### config.mk
export PLATFORM = sky130hd
export DESIGN_NAME = ema_relative_strength_index_top
export DESIGN_NICKNAME = d
export VERILOG_FILES = /design/src/design/rsi_pkg.sv /design/src/design/rsi_front.sv /design/src/design/rsi_cmd_fifo.sv /design/src/design/rsi_back.sv /design/src/design/ema_relative_strength_index_top.sv
export SDC_FILE = /design/constraint.sdc
export NUM_CORES = 2
export LEC_CHECK = 0
export ABC_AREA = 1
export BUFFER_PORTS_ARGS = -buffer_cell sky130_fd_sc_hd__buf_4
export CORE_ASPECT_RATIO = 0.9
export CORE_MARGIN = 5
export CORE_UTILIZATION = 33
export CTS_CLUSTER_SIZE = 12
export DETAILED_ROUTE_END_ITERATION = 10
export GPL_ROUTABILITY_DRIVEN = 0
export GPL_TIMING_DRIVEN = 0
export SYNTH_ARGS = -nofsm -noshare
export SYNTH_HDL_FRONTEND = slang
export SYNTH_SLANG_ARGS = --single-unit
### constraint.sdc
create_clock -name i_clk -period 21.5 [get_ports i_clk]
set_input_delay 0 -clock i_clk [delete_from_list [all_inputs] [get_ports i_clk]]
set_output_delay 0 -clock i_clk [all_outputs]
set_load 0.1 [all_outputs]
### src/design/rsi_pkg.sv
// ----------------------------------------------------------------------------
// rsi_pkg
// Shared constants, types and helpers for the EMA relative strength index.
// ----------------------------------------------------------------------------
package rsi_pkg;

    localparam int PRICE_BITS_DEF    = 32;
    localparam int FRACTION_BITS_DEF = 16;
    localparam int AVG_BITS_MAX      = 62;

    // The weight and the result are both unsigned Q16 with one integer bit.
    localparam int Q_BITS      = 16;
    localparam int WEIGHT_W    = 17;
    localparam int LEVEL_W     = 17;
    localparam int OUT_TDATA_W = 24;

    localparam logic [WEIGHT_W-1:0] WEIGHT_ONE   = 17'd65536;
    localparam logic [WEIGHT_W-1:0] WEIGHT_RESET = 17'd8738;

    // Depth of the command queue between the front and the back.
    localparam int CMD_DEPTH = 2;

    typedef struct packed {
        logic seed;   // second item of a series: load the averages directly
        logic up;     // the price rose against the previous one
    } t_cmd_flags;

    localparam int FLAGS_W = $bits(t_cmd_flags);

    // Width of the averages: integer plus fraction bits, capped.
    function automatic int avg_width(input int price_bits, input int fraction_bits);
        int w;
        w = price_bits + fraction_bits;
        return (w > AVG_BITS_MAX) ? AVG_BITS_MAX : w;
    endfunction

endpackage

### src/design/rsi_front.sv
// ----------------------------------------------------------------------------
// rsi_front
// Accepts prices, tracks the series position and the previous price, and
// turns each price after the first of a series into a fixed-point command.
// ----------------------------------------------------------------------------
module rsi_front #(
    parameter int PRICE_BITS    = rsi_pkg::PRICE_BITS_DEF,
    parameter int FRACTION_BITS = rsi_pkg::FRACTION_BITS_DEF,
    parameter int AVG_BITS      = rsi_pkg::avg_width(PRICE_BITS, FRACTION_BITS)
) (
    input  logic                  i_clk,
    input  logic                  i_rst_n,
    input  logic                  i_valid,
    output logic                  o_ready,
    input  logic [PRICE_BITS-1:0] i_price,
    input  logic                  i_start,
    input  logic                  i_full,
    output logic                  o_push,
    output rsi_pkg::t_cmd_flags   o_flags,
    output logic [AVG_BITS-1:0]   o_mag
);

    localparam int WIDE_W = PRICE_BITS + FRACTION_BITS;

    typedef enum logic [1:0] {
        POS_EMPTY,
        POS_ONE,
        POS_SEEDED
    } t_pos;

    t_pos                  r_pos;
    logic [PRICE_BITS-1:0] r_prev;

    logic                  accept;
    logic                  first;
    logic                  up;
    logic [PRICE_BITS-1:0] diff;
    logic [WIDE_W-1:0]     wide;
    logic                  sat;

    assign o_ready = !i_full;
    assign accept  = i_valid && o_ready;
    assign first   = i_start || (r_pos == POS_EMPTY);

    assign up   = i_price > r_prev;
    assign diff = up ? (i_price - r_prev) : (r_prev - i_price);
    assign wide = {diff, {FRACTION_BITS{1'b0}}};
    // Only when the average width is capped can the scaled difference overflow.
    assign sat  = (wide >> AVG_BITS) != '0;

    assign o_push       = accept && !first;
    assign o_flags.seed = (r_pos == POS_ONE);
    assign o_flags.up   = up;
    assign o_mag        = sat ? {AVG_BITS{1'b1}} : wide[AVG_BITS-1:0];

    always_ff @(posedge i_clk) begin
        if (!i_rst_n) begin
            r_pos <= POS_EMPTY;
        end else if (accept) begin
            r_pos <= first ? POS_ONE : POS_SEEDED;
        end
    end

    always_ff @(posedge i_clk) begin
        if (accept) begin
            r_prev <= i_price;
        end
    end

    a_pos_after_accept: assert property (@(posedge i_clk) disable iff (!i_rst_n)
        accept |=> (r_pos == POS_ONE || r_pos == POS_SEEDED))
        else $error("series position empty after an accepted price");

endmodule

### src/design/rsi_cmd_fifo.sv
// ----------------------------------------------------------------------------
// rsi_cmd_fifo
// Short command queue that lets the front and the back stall independently.
// ----------------------------------------------------------------------------
module rsi_cmd_fifo #(
    parameter int WIDTH = 8,
    parameter int DEPTH = rsi_pkg::CMD_DEPTH
) (
    input  logic             i_clk,
    input  logic             i_rst_n,
    input  logic             i_push,
    input  logic [WIDTH-1:0] i_data,
    output logic             o_full,
    input  logic             i_pop,
    output logic             o_valid,
    output logic [WIDTH-1:0] o_data
);

    localparam int PTR_W = (DEPTH > 1) ? $clog2(DEPTH) : 1;
    localparam int CNT_W = $clog2(DEPTH + 1);

    logic [WIDTH-1:0] r_entry [DEPTH];
    logic [PTR_W-1:0] r_wr;
    logic [PTR_W-1:0] r_rd;
    logic [CNT_W-1:0] r_count;

    logic do_push;
    logic do_pop;

    assign o_full  = (r_count == CNT_W'(DEPTH));
    assign o_valid = (r_count != '0);
    assign o_data  = r_entry[r_rd];
    assign do_push = i_push && !o_full;
    assign do_pop  = i_pop && o_valid;

    always_ff @(posedge i_clk) begin
        if (!i_rst_n) begin
            r_wr    <= '0;
            r_rd    <= '0;
            r_count <= '0;
        end else begin
            if (do_push) begin
                r_wr <= (r_wr == PTR_W'(DEPTH - 1)) ? '0 : r_wr + 1'b1;
            end
            if (do_pop) begin
                r_rd <= (r_rd == PTR_W'(DEPTH - 1)) ? '0 : r_rd + 1'b1;
            end
            if (do_push && !do_pop) begin
                r_count <= r_count + 1'b1;
            end else if (do_pop && !do_push) begin
                r_count <= r_count - 1'b1;
            end
        end
    end

    always_ff @(posedge i_clk) begin
        if (do_push) begin
            r_entry[r_wr] <= i_data;
        end
    end

    a_no_push_when_full: assert property (@(posedge i_clk) disable iff (!i_rst_n)
        o_full |-> !i_push)
        else $error("word pushed into a full command queue");

endmodule

### src/design/rsi_back.sv
// ----------------------------------------------------------------------------
// rsi_back
// Seeds the rise and fall averages or updates them with a shared chunked
// multiplier, then forms rise/(rise+fall) by restoring division and holds it.
// ----------------------------------------------------------------------------
module rsi_back #(
    parameter int AVG_BITS = rsi_pkg::avg_width(rsi_pkg::PRICE_BITS_DEF,
                                                rsi_pkg::FRACTION_BITS_DEF)
) (
    input  logic                           i_clk,
    input  logic                           i_rst_n,
    input  logic [rsi_pkg::WEIGHT_W-1:0]   i_weight,
    input  logic                           i_cmd_valid,
    input  rsi_pkg::t_cmd_flags            i_cmd_flags,
    input  logic [AVG_BITS-1:0]            i_cmd_mag,
    output logic                           o_cmd_pop,
    output logic                           o_valid,
    input  logic                           i_ready,
    output logic [rsi_pkg::LEVEL_W-1:0]    o_level
);

    localparam int Q       = rsi_pkg::Q_BITS;
    localparam int WW      = rsi_pkg::WEIGHT_W;
    localparam int NCHUNK  = (AVG_BITS + Q - 1) / Q;
    localparam int PAD_W   = NCHUNK * Q;
    localparam int PROD_W  = PAD_W + WW;
    localparam int CHUNK_W = (NCHUNK > 1) ? $clog2(NCHUNK) : 1;
    localparam int DCNT_W  = $clog2(Q);

    typedef enum logic [2:0] {
        ST_IDLE,
        ST_MUL,
        ST_SUM,
        ST_DIV_INIT,
        ST_DIV,
        ST_EMIT
    } t_state;

    typedef enum logic [1:0] {
        SEL_SAMPLE,
        SEL_SAME,
        SEL_OTHER
    } t_sel;

    t_state                      r_state;
    t_sel                        r_sel;
    logic [CHUNK_W-1:0]          r_chunk;
    logic [PROD_W-1:0]           r_acc;
    logic                        r_up;
    logic [AVG_BITS-1:0]         r_mag;
    logic [AVG_BITS-1:0]         r_rise;
    logic [AVG_BITS-1:0]         r_fall;
    logic [AVG_BITS-1:0]         r_p_sample;
    logic [AVG_BITS-1:0]         r_p_same;
    logic [AVG_BITS:0]           r_den;
    logic [AVG_BITS:0]           r_rem;
    logic [rsi_pkg::LEVEL_W-1:0] r_quot;
    logic [DCNT_W-1:0]           r_div_cnt;
    logic                        r_out_valid;
    logic [rsi_pkg::LEVEL_W-1:0] r_out_level;

    logic [WW-1:0]       w_clamp;
    logic [WW-1:0]       w_rest;
    logic [WW-1:0]       mul_b;
    logic [AVG_BITS-1:0] mul_a;
    logic [PAD_W-1:0]    a_pad;
    logic [Q-1:0]        chunk;
    logic [Q+WW-1:0]     part;
    logic [PROD_W-1:0]   n_acc;
    logic [AVG_BITS-1:0] mul_res;
    logic                last_chunk;
    logic [AVG_BITS:0]   sum;
    logic [AVG_BITS:0]   den;
    logic [AVG_BITS+1:0] rem2;
    logic                ge;
    logic [AVG_BITS+1:0] rem_sub;

    // A weight above one acts as exactly one.
    assign w_clamp = (i_weight > rsi_pkg::WEIGHT_ONE) ? rsi_pkg::WEIGHT_ONE : i_weight;
    assign w_rest  = rsi_pkg::WEIGHT_ONE - w_clamp;

    always_comb begin
        case (r_sel)
            SEL_SAMPLE: mul_a = r_mag;
            SEL_SAME:   mul_a = r_up ? r_rise : r_fall;
            SEL_OTHER:  mul_a = r_up ? r_fall : r_rise;
            default:    mul_a = r_mag;
        endcase
    end

    assign mul_b = (r_sel == SEL_SAMPLE) ? w_clamp : w_rest;

    // One 16-bit slice of the operand a cycle, most significant first.
    assign a_pad      = PAD_W'(mul_a);
    assign chunk      = a_pad[(NCHUNK - 1 - int'(r_chunk)) * Q +: Q];
    assign part       = chunk * mul_b;
    assign n_acc      = (r_acc << Q) + PROD_W'(part);
    assign mul_res    = n_acc[Q +: AVG_BITS];
    assign last_chunk = (r_chunk == CHUNK_W'(NCHUNK - 1));

    assign sum = {1'b0, r_p_sample} + {1'b0, r_p_same};
    assign den = {1'b0, r_rise} + {1'b0, r_fall};

    assign rem2    = {r_rem, 1'b0};
    assign ge      = rem2 >= {1'b0, r_den};
    assign rem_sub = rem2 - {1'b0, r_den};

    assign o_cmd_pop = (r_state == ST_IDLE) && i_cmd_valid;
    assign o_valid   = r_out_valid;
    assign o_level   = r_out_level;

    always_ff @(posedge i_clk) begin
        if (!i_rst_n) begin
            r_state     <= ST_IDLE;
            r_out_valid <= 1'b0;
            r_sel       <= SEL_SAMPLE;
            r_chunk     <= '0;
            r_div_cnt   <= '0;
        end else begin
            // The emit state decides the output flag on its own.
            if (r_out_valid && i_ready && r_state != ST_EMIT) begin
                r_out_valid <= 1'b0;
            end
            case (r_state)
                ST_IDLE: begin
                    if (i_cmd_valid) begin
                        r_up  <= i_cmd_flags.up;
                        r_mag <= i_cmd_mag;
                        if (i_cmd_flags.seed) begin
                            r_rise  <= i_cmd_flags.up ? i_cmd_mag : '0;
                            r_fall  <= i_cmd_flags.up ? '0 : i_cmd_mag;
                            r_state <= ST_DIV_INIT;
                        end else begin
                            r_sel   <= SEL_SAMPLE;
                            r_chunk <= '0;
                            r_acc   <= '0;
                            r_state <= ST_MUL;
                        end
                    end
                end
                ST_MUL: begin
                    if (last_chunk) begin
                        r_chunk <= '0;
                        r_acc   <= '0;
                        case (r_sel)
                            SEL_SAMPLE: begin
                                r_p_sample <= mul_res;
                                r_sel      <= SEL_SAME;
                            end
                            SEL_SAME: begin
                                r_p_same <= mul_res;
                                r_sel    <= SEL_OTHER;
                            end
                            default: begin
                                // The opposite side only decays.
                                if (r_up) begin
                                    r_fall <= mul_res;
                                end else begin
                                    r_rise <= mul_res;
                                end
                                r_sel   <= SEL_SAMPLE;
                                r_state <= ST_SUM;
                            end
                        endcase
                    end else begin
                        r_chunk <= r_chunk + 1'b1;
                        r_acc   <= n_acc;
                    end
                end
                ST_SUM: begin
                    if (r_up) begin
                        r_rise <= sum[AVG_BITS] ? {AVG_BITS{1'b1}} : sum[AVG_BITS-1:0];
                    end else begin
                        r_fall <= sum[AVG_BITS] ? {AVG_BITS{1'b1}} : sum[AVG_BITS-1:0];
                    end
                    r_state <= ST_DIV_INIT;
                end
                ST_DIV_INIT: begin
                    r_den     <= den;
                    r_div_cnt <= '0;
                    if (den == '0) begin
                        r_quot  <= rsi_pkg::WEIGHT_ONE;
                        r_state <= ST_EMIT;
                    end else begin
                        // The numerator never exceeds the sum, so the integer
                        // bit is set only when the fall average is zero.
                        if ({1'b0, r_rise} >= den) begin
                            r_quot <= rsi_pkg::LEVEL_W'(1);
                            r_rem  <= '0;
                        end else begin
                            r_quot <= '0;
                            r_rem  <= {1'b0, r_rise};
                        end
                        r_state <= ST_DIV;
                    end
                end
                ST_DIV: begin
                    r_rem     <= ge ? rem_sub[AVG_BITS:0] : rem2[AVG_BITS:0];
                    r_quot    <= {r_quot[rsi_pkg::LEVEL_W-2:0], ge};
                    r_div_cnt <= r_div_cnt + 1'b1;
                    if (r_div_cnt == DCNT_W'(Q - 1)) begin
                        r_state <= ST_EMIT;
                    end
                end
                ST_EMIT: begin
                    if (!r_out_valid || i_ready) begin
                        r_out_valid <= 1'b1;
                        r_out_level <= r_quot;
                        r_state     <= ST_IDLE;
                    end
                end
                default: begin
                    r_state <= ST_IDLE;
                end
            endcase
        end
    end

    a_decay_shrinks: assert property (@(posedge i_clk) disable iff (!i_rst_n)
        (r_state == ST_MUL && r_sel == SEL_OTHER && last_chunk) |-> (mul_res <= mul_a))
        else $error("decayed average grew");

    a_level_in_range: assert property (@(posedge i_clk) disable iff (!i_rst_n)
        (r_state == ST_EMIT) |-> (r_quot <= rsi_pkg::WEIGHT_ONE))
        else $error("strength level above one");

endmodule

### src/design/ema_relative_strength_index_top.sv
// ----------------------------------------------------------------------------
// ema_relative_strength_index_top
// EMA relative strength index over a stream of closing prices.
// ----------------------------------------------------------------------------
// Each input word carries one closing price in tdata and a series-start flag
// in tuser. The first price of a series (and the first after reset) gives no
// output word; every later price gives rise/(rise+fall) as unsigned Q1.16.
// The front takes a price every cycle while its two-entry command queue has
// room; the back handles one command at a time. An averaging command runs
// through the 16x17 multiplier, which works through each of three products
// one 16-bit slice a cycle, and then through the 16-step restoring divider;
// a seeding command goes straight to the divider.
// The user must write the smoothing weight through the configuration channel
// only while the block is idle, which the block does not enforce; values above 65536 act as 65536.
// ----------------------------------------------------------------------------
module ema_relative_strength_index_top #(
    parameter int PRICE_BITS    = rsi_pkg::PRICE_BITS_DEF,
    parameter int FRACTION_BITS = rsi_pkg::FRACTION_BITS_DEF
) (
    input  logic                              i_clk,
    input  logic                              i_rst_n,
    // tdata: close_price
    input  logic [((PRICE_BITS+7)/8)*8-1:0]   s_axis_tdata,
    // tuser: series_start
    input  logic [0:0]                        s_axis_tuser,
    input  logic                              s_axis_tvalid,
    output logic                              s_axis_tready,
    // tdata: rsi_level
    output logic [rsi_pkg::OUT_TDATA_W-1:0]   m_axis_tdata,
    output logic                              m_axis_tvalid,
    input  logic                              m_axis_tready,
    input  logic                              i_cfg_valid,
    output logic                              o_cfg_ready,
    input  logic [rsi_pkg::WEIGHT_W-1:0]      i_cfg_data
);

    localparam int AVG_BITS = rsi_pkg::avg_width(PRICE_BITS, FRACTION_BITS);
    localparam int CMD_W    = rsi_pkg::FLAGS_W + AVG_BITS;

    logic [rsi_pkg::WEIGHT_W-1:0] r_weight;

    logic                         push;
    logic                         full;
    rsi_pkg::t_cmd_flags          front_flags;
    logic [AVG_BITS-1:0]          front_mag;
    logic                         pop;
    logic                         cmd_valid;
    logic [CMD_W-1:0]             cmd_word;
    rsi_pkg::t_cmd_flags          cmd_flags;
    logic [AVG_BITS-1:0]          cmd_mag;
    logic [rsi_pkg::LEVEL_W-1:0]  level;

    assign o_cfg_ready = 1'b1;

    always_ff @(posedge i_clk) begin
        if (!i_rst_n) begin
            r_weight <= rsi_pkg::WEIGHT_RESET;
        end else if (i_cfg_valid) begin
            r_weight <= i_cfg_data;
        end
    end

    rsi_front #(
        .PRICE_BITS    (PRICE_BITS),
        .FRACTION_BITS (FRACTION_BITS),
        .AVG_BITS      (AVG_BITS)
    ) u_front (
        .i_clk   (i_clk),
        .i_rst_n (i_rst_n),
        .i_valid (s_axis_tvalid),
        .o_ready (s_axis_tready),
        .i_price (s_axis_tdata[PRICE_BITS-1:0]),
        .i_start (s_axis_tuser[0]),
        .i_full  (full),
        .o_push  (push),
        .o_flags (front_flags),
        .o_mag   (front_mag)
    );

    rsi_cmd_fifo #(
        .WIDTH (CMD_W),
        .DEPTH (rsi_pkg::CMD_DEPTH)
    ) u_cmd_fifo (
        .i_clk   (i_clk),
        .i_rst_n (i_rst_n),
        .i_push  (push),
        .i_data  ({front_flags, front_mag}),
        .o_full  (full),
        .i_pop   (pop),
        .o_valid (cmd_valid),
        .o_data  (cmd_word)
    );

    assign cmd_flags = cmd_word[CMD_W-1 -: rsi_pkg::FLAGS_W];
    assign cmd_mag   = cmd_word[AVG_BITS-1:0];

    rsi_back #(
        .AVG_BITS (AVG_BITS)
    ) u_back (
        .i_clk       (i_clk),
        .i_rst_n     (i_rst_n),
        .i_weight    (r_weight),
        .i_cmd_valid (cmd_valid),
        .i_cmd_flags (cmd_flags),
        .i_cmd_mag   (cmd_mag),
        .o_cmd_pop   (pop),
        .o_valid     (m_axis_tvalid),
        .i_ready     (m_axis_tready),
        .o_level     (level)
    );

    assign m_axis_tdata = rsi_pkg::OUT_TDATA_W'(level);

endmodule

# --- Yosys cells after proc, flatten, opt, wreduce, memory -nomap -nowiden ---
# Memories as Yosys holds them, arrays and structs flattened. A register that Yosys moved wholly into a read port is not among the register bits.
# Cells that the tools add are included.
word_totals:
  ff_bits: 488
  latch_bits: 0
  mem_bits_rw: 68
  romBits: 0
  input_bits: 55
  out_inout_bits: 27
  memories: 1
op_classes:
  addsub: 14
  n_mul: 1
  div_mod_pow: 0
  magnitude_cmp: 4
  eq_ne: 24
  shift: 1
  n_mux: 62
  bitwise: 0
  reduce_logical: 39
mem_list:
  columns: ["memory", "words", "word_bits", "rd", "rd_ports_with_merged_regs", "wr", "line", "source"]
  rows:
  - ["u_cmd_fifo.r_entry", 2, 34, 1, 1, 1, "rsi_cmd_fifo.sv:22", "logic [WIDTH-1:0] r_entry [DEPTH];"]
ops:
  columns: ["cell", "n"]
  rows:
  - ["$mux 48", 21]
  - ["$pmux 48 s3", 2]
  - ["$pmux 48 s2", 2]
  - ["$add 48x48->49", 2]
  - ["$mux 49", 2]
  - ["$pmux 49 s2", 1]
  - ["$add 64x33->64", 1]
  - ["$sub 32x32->32", 2]
  - ["$mux 17", 3]
  - ["$ge 50x49->1", 1]
  - ["$ge 48x49->1", 1]
  - ["$logic_not 49->1", 1]
  - ["$sub 49x49->49", 1]
  - ["$shiftx 48x32->16", 1]
  - ["$pmux 17 s2", 1]
  - ["$mul 16x17->33", 1]
  - ["$gt 32x32->1", 1]
  - ["$mux 32", 1]
  - ["$pmux 3 s6", 1]
  - ["$gt 17x17->1 const B", 1]
  - ["$sub 17x17->17 const A", 1]
  - ["$mux 2", 8]
  - ["$reduce_and 4->1", 4]
  - ["$reduce_and 8->1", 2]
  - ["other kinds (29)", 83]

# --- Longest topological paths before layout ---
depth:
  ltp_word: 10
  depth_mapped: 46
  mapped_depth_nobuf: 43

# --- Modules after synthesis ---
# Synthesis repeated with hierarchy kept, for this count alone.
unflattened:
  cells_unflattened: 6703
  area_unflattened_um2: 52053.7
modules_own_cells:
  columns: ["mod", "n_inst", "cells_each", "area_each_um2", "seq_area_each_um2"]
  rows:
  - ["rsi_back", 1, 5281, 40855.4, 12882.4]
  - ["rsi_front", 1, 1119, 6328.6, 1001.0]
  - ["rsi_cmd_fifo", 1, 193, 4110.2, 3103.0]
  - ["ema_relative_strength_index_top", 1, 110, 759.5, 340.3]

# --- Least setup slack after synthesis ---
# Ideal clock, no wire load.
synth_path:
  path_kind: "register to register"
  startpoint: "register u_back.r_chunk[0]"
  endpoint: "register u_back.r_fall[0] (enable)"
  setup_ns: 0.710
  t_arrival_ns: 8.909
  required_time_ns: 20.790
  path_slack_ns: 11.880
  path_stages_with_launch: 9
  n_path_buf: 2
  period_less_slack_ns: 9.620
  cell_sequence: "dfxtp_1 > clkinv_1 > buf_2 > ha_1 > clkbuf_1 > nor2_1 > inv_1 > nand2_1 > a2111oi_0"
synth_via:
  elab_chain_len: 3
synth_lines:
  columns: ["item", "line", "source"]
  rows:
  - ["from (decl)", "rsi_back.sv:47", "logic [CHUNK_W-1:0] r_chunk;"]
  - ["from (signal assigned)", "rsi_back.sv:166", "r_chunk <= r_chunk + 1'b1;"]
  - ["$eq 2x2->1", "rsi_back.sv:99", "assign last_chunk = (r_chunk == CHUNK_W'(NCHUNK - 1));"]
  - ["$ne 2x1->1 (no line)", null, null]
  - ["$reduce_and 8->1 (no line)", null, null]
  - ["to (signal assigned)", "rsi_back.sv:131", "r_fall <= i_cmd_flags.up ? '0 : i_cmd_mag;"]
  - ["to (signal assigned)", "rsi_back.sv:157", "r_fall <= mul_res;"]
  - ["to (signal assigned)", "rsi_back.sv:174", "r_fall <= sum[AVG_BITS] ? {AVG_BITS{1'b1}} : sum[AVG_BITS-1:0];"]
  - ["to (decl)", "rsi_back.sv:52", "logic [AVG_BITS-1:0] r_fall;"]
# No other way between the ends.
# A chain may end at the register's enable or synchronous reset.

# --- Worst setup path after layout ---
layout_path:
  startpoint: "register u_back.r_chunk[0]"
  endpoint: "register u_back.r_fall[45] (data pin)"
layout_via:
  elab_chain_len: 8
layout_lines:
  columns: ["item", "line", "source"]
  rows:
  - ["$sub 2x2->3", "rsi_back.sv:95", "assign chunk = a_pad[(NCHUNK - 1 - int'(r_chunk)) * Q +: Q];"]
  - ["$shiftx 48x32->16", "rsi_back.sv:95", null]
  - ["$mul 16x17->33", "rsi_back.sv:96", "assign part = chunk * mul_b;"]
  - ["$add 64x33->64", "rsi_back.sv:97", "assign n_acc = (r_acc << Q) + PROD_W'(part);"]
  - ["via u_back.n_acc[61]", "rsi_back.sv:69", "logic [PROD_W-1:0] n_acc;"]
  - ["$mux 48", "rsi_back.sv:156", "if (r_up) begin"]
  - ["$mux 48", "rsi_back.sv:145", "case (r_sel)"]
  - ["$mux 48", "rsi_back.sv:142", "if (last_chunk) begin"]
  - ["$pmux 48 s3", "rsi_back.sv:124", "case (r_state)"]
# The timed path passes the listed nets, and every way through them passes these cells. The select of a mux whose other input is x is not followed.

==> flow_summary.toml <==
[cells_and_area]
final_nets = 7081
drive_above_1_share_pct = 7.10
syn_to_final_growth_pct = 12.9

[drt]
routed_wl_um = 161000
dr.pass1.iters = 8
drt-initial-drc-count = 4140
via_per_inst = 5.09
route.detailed.drc = 0
ant_nets = 0
wl_per_cell_um = 19.2
vias = 42832

[critical_path]
crit_fanout = 11
cp_num_buf_inv = 8
critPathSlowestCell = "o21ai_0"
critPathRequiredTime_ps = 22030
crit_type = "reg2reg"
path_common_cell = "fa_1"
cp.arrival_ps = 11280
crit_family = "adder cells"
slowest_delay_ps = 750
end_kind = "flop"
r2r_setup_slack_ps = 10750
cp-start-kind = "flop"

[grt]
grt_pass1_wl_um = 243000
use_met3_pct = 4.28
grt_max_degree = 40
grtUsageTotal_pct = 20.3
first_global_vias = 40491
grt-ovfl-total = 0
use_met2_pct = 29.8
busiest_layer = "met1"
antenna_found_initial = 1
grtUsageMet1_pct = 30.0

[synthesis]
synth_edf_count = 505
ys_ff_latch = 541
syn_area_sq_um = 48400
synth_ff_type = "edfxtp_1"
synthDistinctLibCells = 77
async_reset_ff_share_pct = 0
avgSynthCellArea_sq_um = 7.88
yosysSeqAreaShare_pct = 32.8
yosysWarnings = 0
syn_inst = 6143

[floorplan]
die_h_um = 373
core_area_sq_um = 146000
ioPinCount = 82
die_x_um = 414
dieArea_sq_um = 154000
start_util_pct = 33.1
std_cell_rows = 133

[hold_path]
hp-class = "in2reg"

[job]
max-cap-violations = 0

[clock_tree]
cts_setup_buffers = 0
clock-sinks = 541
clk_pin_slew_worst_paths_ps = 60
clk_latency_ps = 680
cts_tree = "done"
root_buffer = "clkbuf_16"
cts_buffers = 60
cts-htree-levels = 2
cts_buffer_depth = 3

[sta]
final-hold-violation-count = 0
skew_ps = 52.7
drv_slew = 0
fin_crit_sh_pct = 50.0
setup_tns_ps = 0
rsz0062_at_grt = "no"
worstMarginPinSlew_ps = 1430
slew_headroom_pct = 4.20
fmax_ghz = 0.0930
setup-violations-final = 0
fin_crit_ps = 10750

[status]
status = "complete, no violations"

[placed_design]
dp_hpwl_um = 135000
portBuffers = 73
[per-stage QoR]
step | setup WS [ps] | hold slack, ps | util [%] | area (sq um) | std cells
floorplan | 11880 | 98.9 | - | 48400 | 6149
CTS | 11060 | 46.1 | 37.4 | 54600 | 8406
global placement | 6370 | 201 | 35.2 | 51400 | 8179
detailed placement | 11040 | 203 | 35.5 | 51800 | 8215
global route | 10400 | 39.8 | 37.4 | 54600 | 8406
finish | 10750 | 74.0 | 37.4 | 54600 | 8407
[path summary, 6_finish.rpt]
path | to | start | depth (start not counted)
worst max-delay path | u_back.r_fall[45] | u_back.r_chunk[0] | 32
worst min-delay path | u_front.r_prev[4] | s_axis_tdata[4] | 2
worst max register to register | u_back.r_fall[45] | u_back.r_chunk[0] | 32
worst min register to register | u_back.o_level[16] | u_back.r_quot[16] | 0
[final cells by class]
type	count	area [sq um]
multi-input combinational	4336	27700
timing repair buffer	197	1790
sequential	541	15900
buffer	142	687
inverter	1130	4240
clock buffer	73	1560
fill	15018	91300
antenna	1	2.50
tap	1957	2450
clock inverter	30	357
[routing by layer]
layer	vias to the layer above	routed length, um
li1	20426	-
met1	20164	73200
met2	1955	66700
met3	287	16000
met4	0	5170
met5	-	0
[cells in the mapped netlist (22+ instances only)]
master | count | area (sq um)
nand2_1 | 1392 | 5230
inv_1 | 1095 | 4110
nor2_1 | 600 | 2250
edfxtp_1 | 505 | 15200
a21oi_1 | 426 | 2130
ha_1 | 388 | 4850
o21ai_0 | 347 | 1740
fa_1 | 230 | 4600
nand3_1 | 182 | 911
xor2_1 | 108 | 946
xnor2_1 | 70 | 613
clkbuf_1 | 68 | 255
nor3_1 | 53 | 265
nand4_1 | 49 | 307
nand2_2 | 42 | 263
a21o_1 | 38 | 285
buf_2 | 38 | 190
dfxtp_1 | 36 | 721
o211ai_1 | 34 | 255
o21ai_1 | 34 | 170
a31oi_1 | 29 | 181
inv_2 | 29 | 109
nor2_2 | 29 | 181
o21bai_1 | 28 | 210
o21a_1 | 23 | 173
a221oi_1 | 22 | 193
[kinds of logic (layout without fill, tap and decap cells)]
group / after synthesis / in the layout / share of synthesized area [%]
buffers and inverters: 1272 / 1572 / 10.2
adder cells (fa/ha/maj): 618 / 618 / 19.6
multiplexers: 13 / 13 / 0.284
other: 2 / 9 / 0.0155
flip-flops: 541 / 541 / 32.8
AND/OR/NAND/NOR: 2441 / 2441 / 21.0
XOR/XNOR: 182 / 182 / 3.36
AO/OA/AOI/OAI: 1074 / 1074 / 12.8
[state kept, by name, summed over array words and instances (netlist names), named ones only]
signal	flops
u_back.r_div_cnt	4
u_back.r_den	49
u_back.r_fall	48
u_back.r_p_same	48
u_cmd_fifo.r_entry	68
u_back.o_level	17
u_back.r_state	3
u_back.r_acc	48
r_weight	17
u_back.r_chunk	2
u_front.r_prev	32
u_back.r_rise	48
u_back.r_quot	17
u_cmd_fifo.r_rd	1
u_back.o_valid	1
u_back.r_rem	49
u_back.r_p_sample	48
u_back.r_mag	32
u_back.r_up	1
u_back.r_sel	2
u_cmd_fifo.r_count	2
u_front.r_pos	2
u_cmd_fifo.r_wr	1
[layout by cell type (no fill, tap or decap), types with 34 or more instances in the layout]
cell type      netlist  layout
a21o_1              38      38
a21oi_1            426     426
buf_2               38      43
buf_4               15     110
clkbuf_1            68      80
clkbuf_16            0      60
dfxtp_1             36      36
dlygate4sd3_1        0      88
edfxtp_1           505     505
fa_1               230     230
ha_1               388     388
inv_1             1095    1093
nand2_1           1392    1392
nand2_2             42      42
nand3_1            182     182
nand4_1             49      49
nor2_1             600     594
nor3_1              53      52
o211ai_1            34      34
o21ai_0            347     347
o21ai_1             34      34
xnor2_1             70      70
xor2_1             108     108
[repair_timing]
item,CTS,global route
resized for setup,0,0
hold endpoints to repair,79,0
hold buffers,88,0
Power is left out: the tool's default activity adds up to more than one toggle a clock period on the data nets, which glitch-free logic cannot reach.
